File: config.mk
export PLATFORM = sky130hd
export DESIGN_NAME = sm4_ctrl
export DESIGN_NICKNAME = d
export VERILOG_FILES = /design/src/hdl/sm4_pkg.sv /design/src/hdl/sm4_ctrl.sv
export SDC_FILE = /design/constraint.sdc
export NUM_CORES = 1
export LEC_CHECK = 0
export BUFFER_PORTS_ARGS = -buffer_cell sky130_fd_sc_hd__buf_2
export CAP_MARGIN = 25
export CELL_PAD_IN_SITES_DETAIL_PLACEMENT = 1
export CELL_PAD_IN_SITES_GLOBAL_PLACEMENT = 2
export CORE_MARGIN = 3
export CORE_UTILIZATION = 31
export DETAILED_ROUTE_END_ITERATION = 16
export PLACE_DENSITY = 0.92
export SYNTH_ARGS = -nofsm -noshare
export SYNTH_HDL_FRONTEND = slang
export SYNTH_SLANG_ARGS = --single-unit
File: constraint.sdc
create_clock -name i_clk -period 3.8 [get_ports i_clk]
set_clock_uncertainty 0.05 [all_clocks]
set_input_delay 0.57 -clock i_clk [delete_from_list [all_inputs] [get_ports i_clk]]
set_output_delay 0.57 -clock i_clk [all_outputs]
set_load 0.1 [all_outputs]
File: src/hdl/sm4_pkg.sv
// ----------------------------------------------------------------------------
// SM4 package
// Shared types, constants and round functions for the SM4 block cipher.
// ----------------------------------------------------------------------------
package sm4_pkg;

    localparam int unsigned BLOCK_W = 128;
    localparam int unsigned CFG_W   = 64;
    localparam int unsigned IDX_W   = 3;

    // Configuration register indexes.
    localparam logic [IDX_W-1:0] REG_KEY_HIGH = 3'd0;
    localparam logic [IDX_W-1:0] REG_KEY_LOW  = 3'd1;
    localparam logic [IDX_W-1:0] REG_IV_HIGH  = 3'd2;
    localparam logic [IDX_W-1:0] REG_IV_LOW   = 3'd3;
    localparam logic [IDX_W-1:0] REG_DECRYPT  = 3'd4;
    localparam logic [IDX_W-1:0] REG_CHAIN    = 3'd5;

    localparam logic [127:0] FK = 128'ha3b1bac6_56aa3350_677d9197_b27022dc;

    // Datapath commands from the controller.
    typedef struct packed {
        logic load;       // take input block, prepare cipher input
        logic key_load;   // load key schedule state from key registers
        logic key_round;  // one key schedule step
        logic data_round; // one cipher round
        logic finish;     // form result and update chain
    } t_cmd;

    typedef logic [7:0] t_sbox [256];
    localparam t_sbox SBOX = '{
        8'hd6,8'h90,8'he9,8'hfe,8'hcc,8'he1,8'h3d,8'hb7,8'h16,8'hb6,8'h14,8'hc2,8'h28,8'hfb,8'h2c,8'h05,
        8'h2b,8'h67,8'h9a,8'h76,8'h2a,8'hbe,8'h04,8'hc3,8'haa,8'h44,8'h13,8'h26,8'h49,8'h86,8'h06,8'h99,
        8'h9c,8'h42,8'h50,8'hf4,8'h91,8'hef,8'h98,8'h7a,8'h33,8'h54,8'h0b,8'h43,8'hed,8'hcf,8'hac,8'h62,
        8'he4,8'hb3,8'h1c,8'ha9,8'hc9,8'h08,8'he8,8'h95,8'h80,8'hdf,8'h94,8'hfa,8'h75,8'h8f,8'h3f,8'ha6,
        8'h47,8'h07,8'ha7,8'hfc,8'hf3,8'h73,8'h17,8'hba,8'h83,8'h59,8'h3c,8'h19,8'he6,8'h85,8'h4f,8'ha8,
        8'h68,8'h6b,8'h81,8'hb2,8'h71,8'h64,8'hda,8'h8b,8'hf8,8'heb,8'h0f,8'h4b,8'h70,8'h56,8'h9d,8'h35,
        8'h1e,8'h24,8'h0e,8'h5e,8'h63,8'h58,8'hd1,8'ha2,8'h25,8'h22,8'h7c,8'h3b,8'h01,8'h21,8'h78,8'h87,
        8'hd4,8'h00,8'h46,8'h57,8'h9f,8'hd3,8'h27,8'h52,8'h4c,8'h36,8'h02,8'he7,8'ha0,8'hc4,8'hc8,8'h9e,
        8'hea,8'hbf,8'h8a,8'hd2,8'h40,8'hc7,8'h38,8'hb5,8'ha3,8'hf7,8'hf2,8'hce,8'hf9,8'h61,8'h15,8'ha1,
        8'he0,8'hae,8'h5d,8'ha4,8'h9b,8'h34,8'h1a,8'h55,8'had,8'h93,8'h32,8'h30,8'hf5,8'h8c,8'hb1,8'he3,
        8'h1d,8'hf6,8'he2,8'h2e,8'h82,8'h66,8'hca,8'h60,8'hc0,8'h29,8'h23,8'hab,8'h0d,8'h53,8'h4e,8'h6f,
        8'hd5,8'hdb,8'h37,8'h45,8'hde,8'hfd,8'h8e,8'h2f,8'h03,8'hff,8'h6a,8'h72,8'h6d,8'h6c,8'h5b,8'h51,
        8'h8d,8'h1b,8'haf,8'h92,8'hbb,8'hdd,8'hbc,8'h7f,8'h11,8'hd9,8'h5c,8'h41,8'h1f,8'h10,8'h5a,8'hd8,
        8'h0a,8'hc1,8'h31,8'h88,8'ha5,8'hcd,8'h7b,8'hbd,8'h2d,8'h74,8'hd0,8'h12,8'hb8,8'he5,8'hb4,8'hb0,
        8'h89,8'h69,8'h97,8'h4a,8'h0c,8'h96,8'h77,8'h7e,8'h65,8'hb9,8'hf1,8'h09,8'hc5,8'h6e,8'hc6,8'h84,
        8'h18,8'hf0,8'h7d,8'hec,8'h3a,8'hdc,8'h4d,8'h20,8'h79,8'hee,8'h5f,8'h3e,8'hd7,8'hcb,8'h39,8'h48
    };

    function automatic logic [31:0] tau(input logic [31:0] x);
        return {SBOX[x[31:24]], SBOX[x[23:16]], SBOX[x[15:8]], SBOX[x[7:0]]};
    endfunction

    function automatic logic [31:0] rotl(input logic [31:0] x, input int unsigned n);
        return (x << n) | (x >> (32 - n));
    endfunction

    // CK word: byte j of word i is (4i+j)*7 mod 256.
    function automatic logic [31:0] ck_word(input logic [4:0] i);
        logic [31:0] w;
        logic [7:0]  b;
        w = '0;
        for (int j = 0; j < 4; j++) begin
            b = 8'({i, 2'(j)}) * 8'd7;
            w = {w[23:0], b};
        end
        return w;
    endfunction

endpackage

File: src/hdl/sm4_ctrl.sv
// ----------------------------------------------------------------------------
// SM4 controller
// Sequences key expansion, the cipher rounds and the result hand-off.
// ----------------------------------------------------------------------------
module sm4_ctrl #(
    parameter int ROUND_COUNT = 32
) (
    input  logic              i_clk,
    input  logic              i_rst_n,
    input  logic              i_in_valid,
    output logic              o_in_ready,
    output logic              o_out_valid,
    input  logic              i_out_ready,
    input  logic              i_keys_ready,
    output sm4_pkg::t_cmd     o_cmd,
    output logic [$clog2(ROUND_COUNT)-1:0] o_round
);
    import sm4_pkg::*;

    localparam int RW = $clog2(ROUND_COUNT);

    typedef enum logic [4:0] {
        S_IDLE  = 5'b00001,
        S_KEY   = 5'b00010,
        S_LOAD  = 5'b00100,
        S_ROUND = 5'b01000,
        S_OUT   = 5'b10000
    } t_state;

    t_state        r_state, n_state;
    logic [RW-1:0] r_round, n_round;
    logic          last;

    assign last        = (r_round == RW'(ROUND_COUNT - 1));
    assign o_round     = r_round;
    assign o_in_ready  = (r_state == S_IDLE);
    assign o_out_valid = (r_state == S_OUT);

    always_comb begin
        n_state = r_state;
        n_round = r_round;
        o_cmd   = '0;
        unique case (r_state)
            S_IDLE: begin
                if (i_in_valid) begin
                    o_cmd.load = 1'b1;
                    n_round    = '0;
                    if (i_keys_ready) begin
                        n_state = S_ROUND;
                    end else begin
                        o_cmd.key_load = 1'b1;
                        n_state        = S_KEY;
                    end
                end
            end
            S_KEY: begin
                o_cmd.key_round = 1'b1;
                n_round         = r_round + 1'b1;
                if (last) begin
                    n_state = S_LOAD;
                end
            end
            S_LOAD: begin
                n_state = S_ROUND;
            end
            S_ROUND: begin
                o_cmd.data_round = 1'b1;
                n_round          = r_round + 1'b1;
                if (last) begin
                    o_cmd.finish = 1'b1;
                    n_state      = S_OUT;
                end
            end
            S_OUT: begin
                if (i_out_ready) begin
                    n_state = S_IDLE;
                end
            end
            default: n_state = S_IDLE;
        endcase
    end

    always_ff @(posedge i_clk) begin
        if (!i_rst_n) begin
            r_state <= S_IDLE;
            r_round <= '0;
        end else begin
            r_state <= n_state;
            r_round <= n_round;
        end
    end

endmodule

Word-level counts from Yosys, hierarchy flattened
Index checks and enable logic that the tools add are counted.
{ "totals": {"ff_bits": 10, "input_bits": 5, "output_inout_bits": 12, "elab_cells": 31} }
{ "op_classes": {"n_addsub": 1, "reduce_logical": 4, "eq_ne": 10, "n_mux": 14} }
{ "ops": {"columns": ["op", "count"], "rows": [
  ["$mux W5", 5],
  ["$pmux W5 S5", 1],
  ["$eq A5 B5 Y1 const B", 2],
  ["$pmux W5 S2", 1],
  ["$mux W2", 3],
  ["$ne A2 B2 Y1 const B", 3],
  ["$add A5 B1 Y5 const B", 1],
  ["$eq A5 B1 Y1 const B", 1],
  ["$eq A5 B2 Y1 const B", 1],
  ["$eq A5 B3 Y1 const B", 1],
  ["$eq A5 B4 Y1 const B", 1],
  ["$mux W4", 1],
  ["$reduce_and A4 Y1", 1],
  ["$mux W1", 3],
  ["$ne A2 B1 Y1 const B", 1],
  ["$reduce_and A2 Y1", 1],
  ["$reduce_bool A2 Y1", 1],
  ["$reduce_or A2 Y1", 1]
]} }

Depth between registers and ports, before layout
Gate-level depths: netlist of the first run.
{ "logic_depth": {"word_depth": 4, "depth_mapped": 6, "depth_no_buf": 6} }

Least setup slack after synthesis of the first run
No wires, ideal clock.
{ "synth_timing": {"kind": "register -> output", "startpoint": "register r_round[0], in the netlist o_round[0]", "endpoint": "output port o_cmd[0] (netlist bit)", "t_arrival_ns": 3.759, "slack_ns": -0.579, "n_path_buf": 0, "t_required_ns": 3.180, "path_stages_with_launch": 6, "path_cell_list": "dfxtp_1 -> ha_1 -> and3_1 -> ha_1 -> nand3_1 -> nor3_1"} }
{ "synth_rtl": {"columns": ["element", "line", "rtl"], "rows": [
  ["from (decl)", "sm4_ctrl.sv:31", "logic [RW-1:0] r_round, n_round;"],
  ["from (signal assigned)", "sm4_ctrl.sv:89", "r_round <= n_round;"],
  ["to (decl)", "sm4_ctrl.sv:15", "output sm4_pkg::t_cmd o_cmd,"]
]} }

==> results.json, run 1 <==
{
  "r2r_slack_ns": 2.16,
  "cts.repair.resized": 0,
  "crit_path_start": "o_round[0]",
  "rr_endpoint": "o_round[3]",
  "drive_above_1_share_pct": 32.2,
  "maxCapViolCount": 0,
  "cp_slowest_stage_delay_ns": 0.46,
  "ys_seq_elements": 10,
  "num_rows": 15,
  "power.density_mw_per_mm2": 404,
  "diodes": 0,
  "grt_antenna_before_repair": 0,
  "layout_common_cells": "buf_2 (16), dfxtp_1 (10), nor2_1 (6)",
  "synthTopCellsByArea": "dfxtp_1 (31%), xor2_4 (4.3%), a211o_1 (4.1%)",
  "ys_seq_area_share_pct": 31.3,
  "fin_crit_ns": 2.52,
  "dp_slack_ns": 1.53,
  "grt_max_degree": 11,
  "syn_inst": 72,
  "rr_worst_depth": 4,
  "design_area_um2": 758,
  "crit_end": "o_cmd[0]",
  "cts_hold_buffers": 0,
  "fmax_ghz": 0.396,
  "cts.sinks": 10,
  "path_clk_slew_ns": 0.07,
  "period_share_pct": 66.4,
  "p_sw_uw": 117,
  "path_max_fanout": 5,
  "crit_required_ns": 3.18,
  "power_frac_comb_pct": 29.2,
  "cts_setup_buffers": 0,
  "drtPass1Iterations": 2,
  "overflow": 0,
  "cp.arrival_ns": 1.90,
  "hold_viol_final": 0,
  "p_clk_share_pct": 31.2,
  "critical_path_class": "flop to output pin",
  "die_h_um": 51.5,
  "rsz0062_at_grt": "no",
  "swShare_pct": 38.1,
  "synth_warnings": 0,
  "internal_power_uw": 189,
  "hold_class": "flop to flop",
  "synth_cell_types": 34,
  "clock_latency_ns": 0.26,
  "setup_viol": 0,
  "grt_pass1_wl_mm": 2.89,
  "final_common_cell": "buf_2",
  "routed_wl_mm": 1.57,
  "p_seq_share_pct": 39.6,
  "tightest_slew_ns": 0.521,
  "placed_area_um2": 722,
  "timing.setup.tns_ns": 0,
  "grt.total_usage_pct": 14.8,
  "postSynthAreaPerCell_um2": 8.90,
  "slowest_stage": "buf_2",
  "gp_congestion": 0.797,
  "htreeDepth": 1,
  "cpMostUsedCell": "ha_1",
  "cts_buffer_depth": 2,
  "area_growth_pct": 18.4,
  "endpoint_kind": "output pin",
  "pin_count": 17,
  "async_flop_share_pct": 0,
  "drc": 0,
  "critPathLaunchType": "flop",
  "syn_area_um2": 641,
  "synth_edf_count": 0,
  "synthDominantCellAreaShare_pct": 31.3,
  "synth_top_cell_by_area": "dfxtp_1",
  "wl_per_cell_um": 14.0,
  "first_global_vias": 631,
  "numPortBuffers": 16,
  "fin_ws_ns": 1.28,
  "vias_per_cell": 5.14,
  "nets": 95,
  "core_mm2": 0.00184,
  "status": "completed",
  "root_buffer": "clkbuf_4",
  "cts_buffers": 3,
  "peakVddDrop_v": 0.000179,
  "syn-num-nets": 79,
  "fp.dieArea_mm2": 0.00265,
  "leakagePower_nw": 0.347,
  "ant_nets": 0,
  "final_core_util_pct": 41.2,
  "start_util_pct": 34.8,
  "relSlewSlack_pct": 65.2,
  "num_vias": 576,
  "crit_chain": "ha_1, and3_1, ha_1, nand3_1, nor3_2, buf_2",
  "slew_viol_final": 0,
  "die_x_um": 51.5,
  "fin_total_pwr_uw": 306,
  "hpwlAfterDp_mm": 1.27,
  "drt-initial-drc-count": 1,
  "cts_tree": "built",
  "r2r_start": "r_state[1]",
  "ys.flop_type": "dfxtp_1"
}
[synth_stat cells, types with 2 or more instances]
| cell type | instances |
|---|---|
| dfxtp_1 | 10 |
| nor2_1 | 6 |
| nand2_1 | 4 |
| nor3_1 | 4 |
| a211o_1 | 3 |
| and3_1 | 3 |
| inv_1 | 3 |
| nand2b_1 | 3 |
| nand3_1 | 3 |
| a211oi_1 | 2 |
| a22o_1 | 2 |
| buf_4 | 2 |
| buf_6 | 2 |
| ha_1 | 2 |
| nor2b_1 | 2 |
| nor3b_1 | 2 |
| or2_1 | 2 |
[power by group through the flow]
| stage | Sequential [mW] | Combinational [mW] | Clock (mW) |
|---|---|---|---|
| CTS | 0.122 | 0.0905 | 0.0986 |
| floorplan | 0.117 | 0.0859 | 0 |
| detailed placement | 0.124 | 0.0901 | 0 |
| global placement | 0.123 | 0.0893 | 0 |
| global route | 0.122 | 0.0963 | 0.105 |
| finish | 0.121 | 0.0893 | 0.0955 |
[critical path, delay by kind of cell (launching register included)]
| kind | cells | cell delay (ns) |
|---|---|---|
| simple gates | 3 | 0.41 |
| flops | 1 | 0.39 |
| fa+ha+maj | 2 | 0.38 |
| buf+inv | 1 | 0.46 |
[kinds of logic after synthesis]
family / Yosys count / synth area share, %
XOR/XNOR: 1 / 4.30
adder cells (fa/ha/maj): 2 / 3.91
flip-flops: 10 / 31.2
AO/OA/AOI/OAI: 13 / 15.0
AND/OR/NAND/NOR: 38 / 37.3
buffers and inverters: 8 / 8.20
[final cells by class]
class / instances / area (um2)
Fill cell: 243 / 1080
Inverter: 3 / 11.3
Tap cell: 25 / 31.3
Multi-Input combinational cell: 54 / 399
Sequential cell: 10 / 200
Timing Repair Buffer: 16 / 80.1
Clock buffer: 4 / 36.3
[through the flow]
stage          instances  hold WS [ns]
6_report             112         0.466
5_1_grt              112         0.508
4_1_cts              112         0.471
3_5_place_dp         108         0.453
3_3_place_gp         108         0.452
2_1_floorplan         72         0.523
[flip-flops by register name, indices dropped and copies added (netlist names)]
signal   count
o_round      5
r_state      5
[worst min path at each step]
stage	end	start	cells after the start	slack, ns
after floorplan	r_state[1]	r_state[1]	3	0.52
after global placement	o_round[4]	o_round[4]	1	0.45
after detailed placement	o_round[4]	o_round[4]	1	0.45
after CTS	o_round[4]	o_round[4]	1	0.47
after global routing	o_round[4]	o_round[4]	1	0.51
final	o_round[4]	o_round[4]	1	0.47
[per-layer routing]
metal	GRT usage, %	wire length (um)	vias to the layer above
li1	-	-	286
met2	25.8	789	15
met1	16.5	661	271
met5	0	0	-
met4	3.93	24	0
met3	6.12	90	4
Note: power is estimated with default switching activity, not from simulation.
==> run 2: changes to the inputs <==
CORE_UTILIZATION = 29   (was 31)
PLACE_DENSITY = 0.87   (was 0.92)
clock period = 2.5 ns   (was 3.8 ns; I/O delays follow)
==> results.json, run 2 (same netlist as run 1, synthesis figures left out) <==
{
  "design_area_um2": 792,
  "period_share_pct": 94.7,
  "relSlewSlack_pct": 65.5,
  "ant_nets": 0,
  "grt_max_degree": 10,
  "grt_pass1_wl_mm": 2.86,
  "crit_required_ns": 2.08,
  "diodes": 0,
  "die_x_um": 53,
  "root_buffer": "clkbuf_4",
  "cp.arrival_ns": 1.94,
  "first_global_vias": 614,
  "routed_wl_mm": 1.60,
  "placed_area_um2": 766,
  "n_fill_cell": 250,
  "peakVddDrop_v": 0.000272,
  "setup_viol": 0,
  "grt_antenna_before_repair": 0,
  "pin_count": 17,
  "clock_latency_ns": 0.26,
  "drtPass1Iterations": 4,
  "grt.total_usage_pct": 14.0,
  "cts.sinks": 10,
  "maxCapViolCount": 0,
  "r2r_start": "r_state[3]",
  "nets": 97,
  "fmax_ghz": 0.422,
  "cts_hold_buffers": 0,
  "path_max_fanout": 5,
  "min_from": "i_keys_ready",
  "htreeDepth": 1,
  "layout_common_cells": "buf_2 (16), nor2_1 (6), dfxtp_1 (5)",
  "wl_per_cell_um": 13.8,
  "gp_congestion": 0.771,
  "die_h_um": 53,
  "dp_slack_ns": 0.416,
  "leakagePower_nw": 0.355,
  "rsz0062_at_grt": "no",
  "path_clk_slew_ns": 0.07,
  "crit_path_start": "o_round[0]",
  "status": "completed",
  "cts_setup_buffers": 0,
  "vias_per_cell": 4.90,
  "power.density_mw_per_mm2": 556,
  "drive_above_1_share_pct": 38.2,
  "r2r_slack_ns": 0.90,
  "timing.setup.tns_ns": 0,
  "critical_path_class": "flop to output pin",
  "cts_buffer_depth": 2,
  "num_vias": 568,
  "fp.dieArea_mm2": 0.00281,
  "endpoint_kind": "output pin",
  "final_common_cell": "buf_2",
  "critPathLaunchType": "flop",
  "numPortBuffers": 16,
  "drc": 0,
  "start_util_pct": 31.7,
  "slew_viol_final": 0,
  "final_core_util_pct": 39.2,
  "fin_crit_ns": 2.37,
  "cts.repair.resized": 0,
  "cts_buffers": 3,
  "tightest_slew_ns": 0.516,
  "overflow": 0,
  "hold_class": "input pin to flop",
  "fin_ws_ns": 0.133,
  "area_growth_pct": 23.6,
  "hold_viol_final": 0,
  "core_mm2": 0.00202,
  "hpwlAfterDp_mm": 1.30,
  "drt-initial-drc-count": 5,
  "num_rows": 16,
  "cts_tree": "built"
}
## run 2: where the power goes
part	internal [mW]	total (mW)	switching, mW
logic	0.0388	0.150	0.111
registers	0.163	0.178	0.0147
clock network	0.0576	0.113	0.0550
## run 2: critical path, stage by stage, from the launching register on
cell     delay (ns)
dfxtp_4        0.37
ha_1           0.19
and3_1         0.17
ha_1           0.16
nand3_1        0.12
nor3_4         0.22
buf_2          0.45
## run 2: layout make-up
type                       count  area, um2  share of cell area (%)
multi-input combinational     54        414                    52.3
sequential                    10        211                    26.7
timing repair buffer          18       95.1                    12.0
tap                           27       33.8                    4.27
clock buffer                   3       22.5                    2.84
inverter                       3       11.3                    1.42
clock inverter                 1       3.75                   0.474
## run 2: worst paths after layout
check	endpoint	cells after the start
worst max-delay path	o_cmd[0]	6
worst min-delay path	r_state[1]	3
worst max register to register	o_round[2]	4
worst min register to register	o_round[0]	1
## run 2: routing by layer
layer / track usage [%] / part of all wire [%]
met5: 0 / 0
met4: 1.28 / 0
met3: 4.23 / 3.6
met2: 23.6 / 50
met1: 18.1 / 46
## run 2: per-stage QoR
stage          cells  total power [mW]  hold WS, ns
3_3_place_gp     112             0.330        0.403
3_5_place_dp     112             0.332        0.402
6_report         116             0.440        0.359
5_1_grt          116             0.466        0.379
4_1_cts          116             0.447        0.356
2_1_floorplan     72             0.310        0.511
